==> src/rtl/core/wbps_pkg.sv <==
package wbps_pkg;

	localparam int DATA_W        = 8;
	localparam int PATTERN_BYTES = 32;
	localparam int PATTERN_WORDS = 4;
	localparam int WORD_W        = 64;
	localparam int MASK_W        = 32;
	localparam int LEN_W         = 6;
	localparam int SEEN_W        = 64;
	localparam int CFG_DATA_W    = 64;
	localparam int CFG_INDEX_W   = 3;

	localparam logic [CFG_INDEX_W-1:0] REG_PATTERN_0 = 3'd0;
	localparam logic [CFG_INDEX_W-1:0] REG_PATTERN_1 = 3'd1;
	localparam logic [CFG_INDEX_W-1:0] REG_PATTERN_2 = 3'd2;
	localparam logic [CFG_INDEX_W-1:0] REG_PATTERN_3 = 3'd3;
	localparam logic [CFG_INDEX_W-1:0] REG_WILDCARD  = 3'd4;
	localparam logic [CFG_INDEX_W-1:0] REG_LENGTH    = 3'd5;
	localparam logic [CFG_INDEX_W-1:0] REG_START     = 3'd6;

	localparam logic [LEN_W-1:0] LEN_RESET = 6'd1;

endpackage

==> src/rtl/core/wbps_in_if.sv <==
interface wbps_in_if;
	logic                        valid;
	logic                        ready;
	logic [wbps_pkg::DATA_W-1:0] data_byte;
	logic                        last_byte;

	modport source (output valid, output data_byte, output last_byte, input ready);
	modport sink   (input valid, input data_byte, input last_byte, output ready);
endinterface

==> src/rtl/core/wbps_out_if.sv <==
interface wbps_out_if #(
	parameter int ADDRESS_BITS = 64
);
	logic                    valid;
	logic                    ready;
	logic                    found;
	logic [ADDRESS_BITS-1:0] match_address;

	modport source (output valid, output found, output match_address, input ready);
	modport sink   (input valid, input found, input match_address, output ready);
endinterface

==> src/rtl/core/wildcard_byte_pattern_scanner_unit.sv <==
// Masked byte pattern search over one memory range. One byte of the range enters per
// item, and a new item is taken in every clock cycle while the result side keeps up.
// A result (found with the match address, or not found on the last byte of the range)
// passes through the s2 result register into the s3 output register; after a match the
// rest of the range is absorbed without results. The per-cycle work is one parallel
// byte compare across the window plus the byte count compare, set by the window
// register loop. Pattern registers feed an aligned copy that is refreshed on the cycle
// after each write, so program the pattern while no range is in flight.
module wildcard_byte_pattern_scanner_unit #(
	parameter int MAX_PATTERN_BYTES = 32,
	parameter int ADDRESS_BITS      = 64
) (
	input  logic                                clk,
	input  logic                                arst_n,
	wbps_in_if.sink                             src,
	wbps_out_if.source                          dst,
	input  logic                                cfg_we,
	input  logic [wbps_pkg::CFG_INDEX_W-1:0]    cfg_index,
	input  logic [wbps_pkg::CFG_DATA_W-1:0]     cfg_wdata
);

	localparam int MW   = MAX_PATTERN_BYTES;
	localparam int DW   = wbps_pkg::DATA_W;
	localparam int N_W  = $clog2(MAX_PATTERN_BYTES + 1);
	localparam int SW   = wbps_pkg::SEEN_W;
	localparam logic [wbps_pkg::LEN_W:0] MAX_LEN = (wbps_pkg::LEN_W + 1)'(MAX_PATTERN_BYTES);
	localparam logic [N_W-1:0] MAX_N = N_W'(MAX_PATTERN_BYTES);

	// configuration registers
	logic [wbps_pkg::PATTERN_WORDS-1:0][wbps_pkg::WORD_W-1:0] pat_words_q;
	logic [wbps_pkg::MASK_W-1:0]  mask_q;
	logic [wbps_pkg::LEN_W-1:0]   len_q;
	logic [ADDRESS_BITS-1:0]      start_q;

	always_ff @(posedge clk or negedge arst_n) begin
		if (!arst_n) begin
			pat_words_q <= '0;
			mask_q      <= '0;
			len_q       <= wbps_pkg::LEN_RESET;
			start_q     <= '0;
		end else if (cfg_we) begin
			unique case (cfg_index)
				wbps_pkg::REG_PATTERN_0: pat_words_q[0] <= cfg_wdata;
				wbps_pkg::REG_PATTERN_1: pat_words_q[1] <= cfg_wdata;
				wbps_pkg::REG_PATTERN_2: pat_words_q[2] <= cfg_wdata;
				wbps_pkg::REG_PATTERN_3: pat_words_q[3] <= cfg_wdata;
				wbps_pkg::REG_WILDCARD:  mask_q  <= cfg_wdata[wbps_pkg::MASK_W-1:0];
				wbps_pkg::REG_LENGTH:    len_q   <= cfg_wdata[wbps_pkg::LEN_W-1:0];
				wbps_pkg::REG_START:     start_q <= cfg_wdata[ADDRESS_BITS-1:0];
				default: ;
			endcase
		end
	end

	// effective length, clamped to the window
	logic [N_W-1:0] n_len;
	assign n_len = ({1'b0, len_q} > MAX_LEN) ? MAX_N : N_W'(len_q);

	// pattern byte-reversed over the window, positions past the register file read as zero
	logic [MW*DW-1:0] rev_pat;
	logic [MW-1:0]    rev_care;

	for (genvar k = 0; k < MW; k++) begin : g_rev
		if (k < wbps_pkg::PATTERN_BYTES) begin : g_cfg
			assign rev_pat[(MW-1-k)*DW +: DW] = pat_words_q[k/8][(k%8)*DW +: DW];
			assign rev_care[MW-1-k]           = !mask_q[k];
		end else begin : g_zero
			assign rev_pat[(MW-1-k)*DW +: DW] = '0;
			assign rev_care[MW-1-k]           = 1'b1;
		end
	end

	// align so that window byte k (newest first) faces pattern byte n-1-k
	logic [N_W-1:0]   align_sh;
	logic [MW*DW-1:0] apat_q;
	logic [MW-1:0]    acare_q;

	assign align_sh = MAX_N - n_len;

	always_ff @(posedge clk) begin
		apat_q  <= rev_pat >> {align_sh, 3'b000};
		acare_q <= rev_care >> align_sh;
	end

	// input register
	logic          valid_s1;
	logic [DW-1:0] data_s1;
	logic          last_s1;
	logic          fire_s1;

	assign src.ready = !valid_s1 || fire_s1;

	always_ff @(posedge clk or negedge arst_n) begin
		if (!arst_n) begin
			valid_s1 <= 1'b0;
		end else if (src.ready) begin
			valid_s1 <= src.valid;
		end
	end

	always_ff @(posedge clk) begin
		if (src.valid && src.ready) begin
			data_s1 <= src.data_byte;
			last_s1 <= src.last_byte;
		end
	end

	// range state
	logic [MW-1:0][DW-1:0] win_q;
	logic [SW-1:0]         seen_q;
	logic                  rep_q;

	logic [MW-1:0][DW-1:0] win_new;
	logic [MW-1:0]         hit;
	logic [SW-1:0]         seen_new;
	logic [SW:0]           diff;
	logic                  match;
	logic                  has_res;

	always_comb begin
		win_new[0] = data_s1;
		for (int k = 1; k < MW; k++) begin
			win_new[k] = win_q[k-1];
		end
		for (int k = 0; k < MW; k++) begin
			hit[k] = !acare_q[k] || (win_new[k] == apat_q[k*DW +: DW]);
		end
	end

	assign seen_new = (&seen_q) ? seen_q : seen_q + SW'(1);
	assign diff     = {1'b0, seen_new} - (SW + 1)'(n_len);
	assign match    = !rep_q && (n_len != '0) && !diff[SW] && (&hit);
	assign has_res  = !rep_q && (match || last_s1);

	// result pipeline
	logic                    valid_s2;
	logic                    found_s2;
	logic [ADDRESS_BITS-1:0] off_s2;
	logic                    valid_s3;
	logic                    found_s3;
	logic [ADDRESS_BITS-1:0] addr_s3;
	logic                    free_s3;
	logic                    free_s2;

	assign free_s3 = !valid_s3 || dst.ready;
	assign free_s2 = !valid_s2 || free_s3;
	assign fire_s1 = valid_s1 && (!has_res || free_s2);

	always_ff @(posedge clk or negedge arst_n) begin
		if (!arst_n) begin
			win_q  <= '0;
			seen_q <= '0;
			rep_q  <= 1'b0;
		end else if (fire_s1) begin
			if (last_s1) begin
				win_q  <= '0;
				seen_q <= '0;
				rep_q  <= 1'b0;
			end else if (!rep_q) begin
				win_q  <= win_new;
				seen_q <= seen_new;
				rep_q  <= match;
			end
		end
	end

	always_ff @(posedge clk or negedge arst_n) begin
		if (!arst_n) begin
			valid_s2 <= 1'b0;
			valid_s3 <= 1'b0;
		end else begin
			if (free_s2) begin
				valid_s2 <= fire_s1 && has_res;
			end
			if (free_s3) begin
				valid_s3 <= valid_s2;
			end
		end
	end

	always_ff @(posedge clk) begin
		if (free_s2 && fire_s1 && has_res) begin
			found_s2 <= match;
			off_s2   <= diff[ADDRESS_BITS-1:0];
		end
		if (free_s3 && valid_s2) begin
			found_s3 <= found_s2;
			addr_s3  <= found_s2 ? start_q + off_s2 : '0;
		end
	end

	assign dst.valid         = valid_s3;
	assign dst.found         = found_s3;
	assign dst.match_address = addr_s3;

	a_notfound_zero: assert property (@(posedge clk) disable iff (!arst_n)
		dst.valid && !dst.found |-> dst.match_address == '0)
		else $error("not-found item carries an address");

	a_match_latches: assert property (@(posedge clk) disable iff (!arst_n)
		fire_s1 && match && !last_s1 |=> rep_q)
		else $error("match without hold of the range");

	a_last_clears: assert property (@(posedge clk) disable iff (!arst_n)
		fire_s1 && last_s1 |=> seen_q == '0 && !rep_q)
		else $error("range state kept past last byte");

	a_s2_holds: assert property (@(posedge clk) disable iff (!arst_n)
		valid_s2 && !free_s3 |=> valid_s2 && $stable(found_s2) && $stable(off_s2))
		else $error("stalled result stage dropped its item");

	a_silent_after_match: assert property (@(posedge clk) disable iff (!arst_n)
		valid_s1 && rep_q |-> !has_res && fire_s1)
		else $error("result raised after a reported match");

endmodule
==> src/flat_wrapper.sv <==
// flat-port wrapper written by rule: the top's interface ports become plain ports
module wildcard_byte_pattern_scanner_unit_flat 
#(
	parameter int MAX_PATTERN_BYTES = 32,
	parameter int ADDRESS_BITS      = 64
)
  (clk, arst_n, cfg_we, cfg_index, cfg_wdata, src_valid, src_data_byte, src_last_byte, src_ready, dst_valid, dst_found, dst_match_address, dst_ready);
  wbps_in_if src_i ();
  wbps_out_if #(.ADDRESS_BITS(ADDRESS_BITS)) dst_i ();
  input  logic clk;
  input  logic arst_n;
  input  logic cfg_we;
  input  logic [wbps_pkg::CFG_INDEX_W-1:0] cfg_index;
  input  logic [wbps_pkg::CFG_DATA_W-1:0] cfg_wdata;
  input wire logic [$bits(src_i.valid)-1:0] src_valid;
  input wire logic [$bits(src_i.data_byte)-1:0] src_data_byte;
  input wire logic [$bits(src_i.last_byte)-1:0] src_last_byte;
  output wire logic [$bits(src_i.ready)-1:0] src_ready;
  output wire logic [$bits(dst_i.valid)-1:0] dst_valid;
  output wire logic [$bits(dst_i.found)-1:0] dst_found;
  output wire logic [$bits(dst_i.match_address)-1:0] dst_match_address;
  input wire logic [$bits(dst_i.ready)-1:0] dst_ready;
  assign src_i.valid = src_valid;
  assign src_i.data_byte = src_data_byte;
  assign src_i.last_byte = src_last_byte;
  assign src_ready = src_i.ready;
  assign dst_valid = dst_i.valid;
  assign dst_found = dst_i.found;
  assign dst_match_address = dst_i.match_address;
  assign dst_i.ready = dst_ready;
  wildcard_byte_pattern_scanner_unit #(.MAX_PATTERN_BYTES(MAX_PATTERN_BYTES), .ADDRESS_BITS(ADDRESS_BITS)) u_core (.clk(clk), .arst_n(arst_n), .src(src_i), .dst(dst_i), .cfg_we(cfg_we), .cfg_index(cfg_index), .cfg_wdata(cfg_wdata));
endmodule
==> config.mk <==
export PLATFORM = sky130hd
export DESIGN_NAME = wildcard_byte_pattern_scanner_unit_flat
export DESIGN_NICKNAME = d
export VERILOG_FILES = /design/src/rtl/core/wbps_pkg.sv /design/src/rtl/core/wbps_in_if.sv /design/src/rtl/core/wbps_out_if.sv /design/src/rtl/core/wildcard_byte_pattern_scanner_unit.sv /design/src/flat_wrapper.sv
export SDC_FILE = /design/constraint.sdc
export NUM_CORES = 2
export LEC_CHECK = 0
export BUFFER_PORTS_ARGS = -buffer_cell sky130_fd_sc_hd__buf_2
export CAP_MARGIN = 20
export CORE_UTILIZATION = 55
export CTS_BUF_LIST = sky130_fd_sc_hd__clkbuf_4
export DETAILED_ROUTE_END_ITERATION = 10
export PLACE_DENSITY_LB_ADDON = 0.08
export SKIP_CTS_REPAIR_TIMING = 1
export SLEW_MARGIN = 20
export SYNTH_ARGS = -nofsm -noshare
export SYNTH_HDL_FRONTEND = slang
export SYNTH_SLANG_ARGS = --single-unit
==> constraint.sdc <==
create_clock -name clk -period 19.7 [get_ports clk]
set_input_delay 0.985 -clock clk [delete_from_list [all_inputs] [get_ports clk]]
set_output_delay 0.985 -clock clk [all_outputs]
set_load 0.01 [all_outputs]
# After elaboration in Yosys (flattened, before gate mapping)
# Index checks and enable logic that the tools add are counted.
# op_classes
n_mux	8
n_addsub	4
n_eq_ne	39
order_cmp	1
n_reduce_logical	129
shifts	2
# ops
cell	count
2-to-1 mux 248 bit	2
== test 8 bit	32
right shift 256 x 9 -> 256 bit	1
2-to-1 mux 64 bit	3
zero test 1 bit	70
subtractor 64 x 6 -> 65 bit	1
adder 64 x 1 -> 64 bit (second input constant)	1
adder 64 bit	1
AND reduction 64 bit	1
logical OR 1 bit	37
AND reduction 32 bit	1
right shift 32 x 6 -> 32 bit	1
AND reduction 2 bit	8
logical AND 1 bit	10
== test 3 bit (second input constant)	3
== test 3 x 2 -> 1 bit (second input constant)	2
greater-than comparator 6 bit (second input constant)	1
2-to-1 mux 6 bit	1
nonzero test 6 bit	1
subtractor 6 bit (first input constant)	1
== test 3 x 1 -> 1 bit (second input constant)	1
zero test 3 bit	1
2-to-1 mux 1 bit	2
!= test 2 x 1 -> 1 bit (second input constant)	1
# totals
reg_bits	1101
elab_cells	234
output_inout_bits	67

# Logic depth before layout (Yosys ltp)
# logic_depth
depth_word	13
ltp_mapped	24
depth_no_buf	19

# Least setup slack after synthesis
# OpenSTA, ideal clock, no wires.
# synth_timing
kind	register to register
start	register u_core.seen_q[0]
end	register u_core.found_s2 (enable)
slack_ns	12.556
required_ns	19.211
stages_incl_launch_ff	19
period_less_slack_ns	7.144
arrival_time_ns	6.655
setup_ns	0.489
cell_sequence	dfrtp_1 -> ha_1 -> nand2_1 -> nor4_4 -> and4_1 -> buf_2 -> nand2_1 -> xnor2_1 -> ha_1 -> fa_1 -> o21ai_0 -> a211o_1 -> or4_4 -> nor4b_4 -> and4_1 -> buf_4 -> a21oi_1 -> o21ai_0 -> nor2_1
# synth_via
elab_chain_len	13
elab_cells_between_ends	14
cone_classes	add/sub (2); mux (1); reduce/logical (11)
# synth_rtl
element	line_no	rtl
start, declared	wildcard_byte_pattern_scanner_unit.sv:110	logic [SW-1:0] seen_q;
start signal, assigned	wildcard_byte_pattern_scanner_unit.sv:161	seen_q <= seen_new;
adder 64 x 1 -> 64 bit or AND reduction 64 bit (tied branches)	wildcard_byte_pattern_scanner_unit.sv:130	assign seen_new = (&seen_q) ? seen_q : seen_q + SW'(1);
2-to-1 mux 64 bit (*)	wildcard_byte_pattern_scanner_unit.sv:130	
subtractor 64 x 6 -> 65 bit (*)	wildcard_byte_pattern_scanner_unit.sv:131	assign diff = {1'b0, seen_new} - (SW + 1)'(n_len);
zero test 1 bit (*)	wildcard_byte_pattern_scanner_unit.sv:132	assign match = !rep_q && (n_len != '0) && !diff[SW] && (&hit);
logical AND 1 bit (*) (2 in series)	wildcard_byte_pattern_scanner_unit.sv:132	
net u_core.match	wildcard_byte_pattern_scanner_unit.sv:117	logic match;
logical OR 1 bit (*)	wildcard_byte_pattern_scanner_unit.sv:133	assign has_res = !rep_q && (match || last_s1);
logical AND 1 bit (*)	wildcard_byte_pattern_scanner_unit.sv:133	
zero test 1 bit	wildcard_byte_pattern_scanner_unit.sv:147	assign fire_s1 = valid_s1 && (!has_res || free_s2);
logical OR 1 bit	wildcard_byte_pattern_scanner_unit.sv:147	
logical AND 1 bit	wildcard_byte_pattern_scanner_unit.sv:147	
logical AND 1 bit	wildcard_byte_pattern_scanner_unit.sv:182	if (free_s2 && fire_s1 && has_res) begin
logical AND 1 bit (*)	wildcard_byte_pattern_scanner_unit.sv:182	
end signal, assigned	wildcard_byte_pattern_scanner_unit.sv:183	found_s2 <= match;
end, declared	wildcard_byte_pattern_scanner_unit.sv:137	logic found_s2;
# The timed path passes the listed nets; every way through them passes the cells marked *.
# A chain may end at the register's enable or synchronous reset.

# Worst setup path after layout
# layout_timing
start	register u_core.seen_q[14]
end	register u_core.win_q (netlist bit u_core.win_new[28])
# layout_via
elab_chain_len	12
elab_cells_between_ends	13
cone_classes	add/sub (2); mux (1); reduce/logical (10)
# layout_rtl
element	line_no	rtl
adder 64 x 1 -> 64 bit or AND reduction 64 bit (tied branches)	wildcard_byte_pattern_scanner_unit.sv:130	
2-to-1 mux 64 bit (*)	wildcard_byte_pattern_scanner_unit.sv:130	
subtractor 64 x 6 -> 65 bit (*)	wildcard_byte_pattern_scanner_unit.sv:131	
zero test 1 bit (*)	wildcard_byte_pattern_scanner_unit.sv:132	
logical AND 1 bit (*) (2 in series)	wildcard_byte_pattern_scanner_unit.sv:132	
logical OR 1 bit (*)	wildcard_byte_pattern_scanner_unit.sv:133	
logical AND 1 bit (*)	wildcard_byte_pattern_scanner_unit.sv:133	
zero test 1 bit (*)	wildcard_byte_pattern_scanner_unit.sv:147	
logical OR 1 bit (*)	wildcard_byte_pattern_scanner_unit.sv:147	
logical AND 1 bit (*)	wildcard_byte_pattern_scanner_unit.sv:147	
AND reduction 2 bit (no line) (*)	n/a	
end signal, assigned	wildcard_byte_pattern_scanner_unit.sv:160	win_q <= win_new;
end, declared	wildcard_byte_pattern_scanner_unit.sv:109	logic [MW-1:0][DW-1:0] win_q;
# Mark *: on every way between the ends. The rest lies on a longest branch, timed or not.

==> impl_metrics.ini <==
[critical_path]
critPathBufInv = 2
worstPathArrival_ns = 10.09
cp-start-kind = register
crit_chain = nand3_1, nor4_4, and4_1, nand2_1, nand3_1, xnor2_1, ha_1, and3_1, a211o_1, or4_4, nor4b_4, and4_1, a21oi_2, o21ai_4, buf_12, buf_4, mux2_2
crit_fanout = 175
crit_cells = 17
end_kind = register
critPathTopFamily = simple AND/OR/NAND/NOR gates
r2r-start = u_core.seen_q[14]$_DFFE_PN0P_
crit_slowest_cell = and4_1
max_stage_delay_ns = 0.81
crit_type = reg -> reg
critPathRequiredTime_ns = 20.82
r2r_end = u_core.win_new[28]$_DFFE_PN0P_
reg2reg_depth = 17
reg2reg_slack_ns = 10.73

[cts]
numCtsBuffers = 315
cts_tree = yes
clock_sinks = 1101
clock-root-buffer = clkbuf_4
cts_buffer_depth = 4
ctsHtreeMaxLevel = 5
clkTransAtPathRegs_ns = 0.07
clk_latency_ns = 1.30

[global_route]
grt_max_degree = 186
grt_pass1_vias = 45665
grt-ovfl-total = 0
grt_pass1_wl_um = 308000
grt.total_usage_pct = 37.9
antenna_found_initial = 16

[drt]
ant_nets = 0
post_drt_via_cell_ratio = 6.19
drt-initial-drc-count = 4825
drc = 0
wire_per_inst_um = 28.2
dr.pass1.iters = 6
vias = 46638
wirelength_um = 212000

[die]
core_area_um2 = 109000
start_util_pct = 55.5
io_pins = 148
dieArea_um2 = 111000
die_w_um = 333
dieHeight_um = 333
rows = 121

[job]
max_cap_viol_count = 0

[timing]
setup_tns_ns = 0
period_share_pct = 45.5
finClkSkew_ns = 0.129
final-setup-viol-count = 0
maxSlewViolCount = 0
clock.fmax_ghz = 0.111
post-route-min-period_ns = 8.97
final-hold-violation-count = 0
slew_headroom_pct = 19.9
tightest_slew_ns = 1.17
rsz0062_at_grt = false

[hold_path]
hold_path_class = in -> reg
hp-start = cfg_wdata[53]
worstHoldPathCells = 2
hold_end = u_core.start_q[53]$_DFFE_PN0P_

[finish]
final_common_cell = dfrtp_1
final_layout_size_suffix_gt1_share_pct = 22.0
areaGrowthSynthToFinish_pct = 9.49
nNetsFinal = 6028
final_cell_mix = 673 x dfrtp_1, 641 x mux2i_1, 550 x mux2_2

[place]
place_congestion = 1.04
numPortBuffers = 147
hpwl_um = 155000

[yosys]
synth.distinct_cells = 94
ys_warn_count = 0
netlist_instances = 5693
synth_edf_count = 139
synth_seq_cells = 1101
synth_ff_type = dfrtp_1
syn_area_um2 = 60400
seq_area_frac_synth_pct = 44.4
async_reset_ff_share_pct = 61.2
syn_nets = 5847
avgSynthCellArea_um2 = 10.6

[power]
vdd_drop_max_mv = 0.0840
power-per-cell-area_nw_per_um2 = 150
finalPower_mw = 9.93
p_leak_nw = 29.1

[run_status]
outcome = finished clean
per-stage QoR:
step                      hold slack (ns)  util (%)  area, um2  cells  worst slack (ns)
after global placement              0.459      57.1      62100   6960             11.00
after detailed placement            0.474      57.1      62100   6960             10.88
after global routing             -0.00792      60.8      66100   7523             10.47
final                              0.0642      60.8      66200   7530             10.73
after CTS                          -0.299      60.6      66000   7503             10.88
after floorplan                     0.424         -      60400   5693             12.56
per-layer routing:
| metal | vias to the layer above | part of all wire, % | global-route usage, % |
|---|---|---|---|
| met1 | 23151 | 41 | 49.3 |
| met2 | 2042 | 45 | 58.6 |
| met5 | - | 0.019 | 0 |
| li1 | 21002 | - | - |
| met3 | 437 | 7.8 | 8.17 |
| met4 | 6 | 5.8 | 21.2 |
state kept, by name (all words and copies together) (netlist names), 6 cells and up:
signal,cells
u_core.mask_q,32
u_core.len_q,6
u_core.seen_q,64
u_core.acare_q,32
u_core.data_s1,8
u_core.win_new,248
u_core.start_q,64
u_core.pat_words_q,256
u_core.off_s2,64
u_core.apat_q,256
u_core.dst.match_address,64
where the power goes:
group / total [mW] / switching (mW) / internal (mW)
logic: 4.65 / 3.04 / 1.62
clock network: 2.12 / 0.997 / 1.12
registers: 3.16 / 0.341 / 2.82
total: 9.93 / 4.37 / 5.55
worst max-delay path by stage:
stage	from	slack, ns	endpoint
after CTS	u_core.seen_q[14]$_DFFE_PN0P_	10.88	u_core.win_new[28]$_DFFE_PN0P_
after global routing	u_core.seen_q[14]$_DFFE_PN0P_	10.47	u_core.win_new[28]$_DFFE_PN0P_
after detailed placement	u_core.seen_q[14]$_DFFE_PN0P_	10.88	u_core.win_new[39]$_DFFE_PN0P_
final	u_core.seen_q[14]$_DFFE_PN0P_	10.73	u_core.win_new[28]$_DFFE_PN0P_
after global placement	u_core.seen_q[14]$_DFFE_PN0P_	11.00	u_core.win_new[133]$_DFFE_PN0P_
after floorplan	u_core.seen_q[0]$_DFFE_PN0P_	12.56	u_core.found_s2$_DFFE_PP_
area by class of cell:
class	count	area, um2
Antenna cell	16	40.0
Timing Repair Buffer	235	1500
Sequential cell	1101	26800
Multi-Input combinational cell	4183	32000
Tap cell	1414	1770
Fill cell	9400	42700
Clock buffer	483	3630
Inverter	38	158
Clock inverter	60	263
synthesized netlist by cell type, types with 139 or more instances:
cell type / number / area [um2]
dfrtp_1: 673 / 16800
mux2i_1: 642 / 6430
mux2_2: 550 / 6190
nand2_1: 404 / 1520
xnor2_1: 366 / 3210
nor2_1: 327 / 1230
dfxtp_1: 288 / 5770
nor2b_1: 263 / 1650
clkbuf_1: 260 / 976
a21oi_1: 225 / 1130
o21ai_0: 180 / 901
edfxtp_1: 139 / 4170
cells by family (layout without fill, tap and decap cells):
logic type                 count (synthesis)  in the layout  synth area share [%]
AOI/OAI and AO/OA                        828            828                  8.68
xor gates and xnor gates                 431            431                  6.25
adders and majority gates                 73             73                  1.54
buffers and inverters                    409            816                  2.95
DFF                                     1101           1101                  44.4
muxes                                   1292           1292                  23.1
other                                      0             16                     0
and+or+nand+nor                         1559           1559                  13.1
Power figures use the tool's default switching activity.
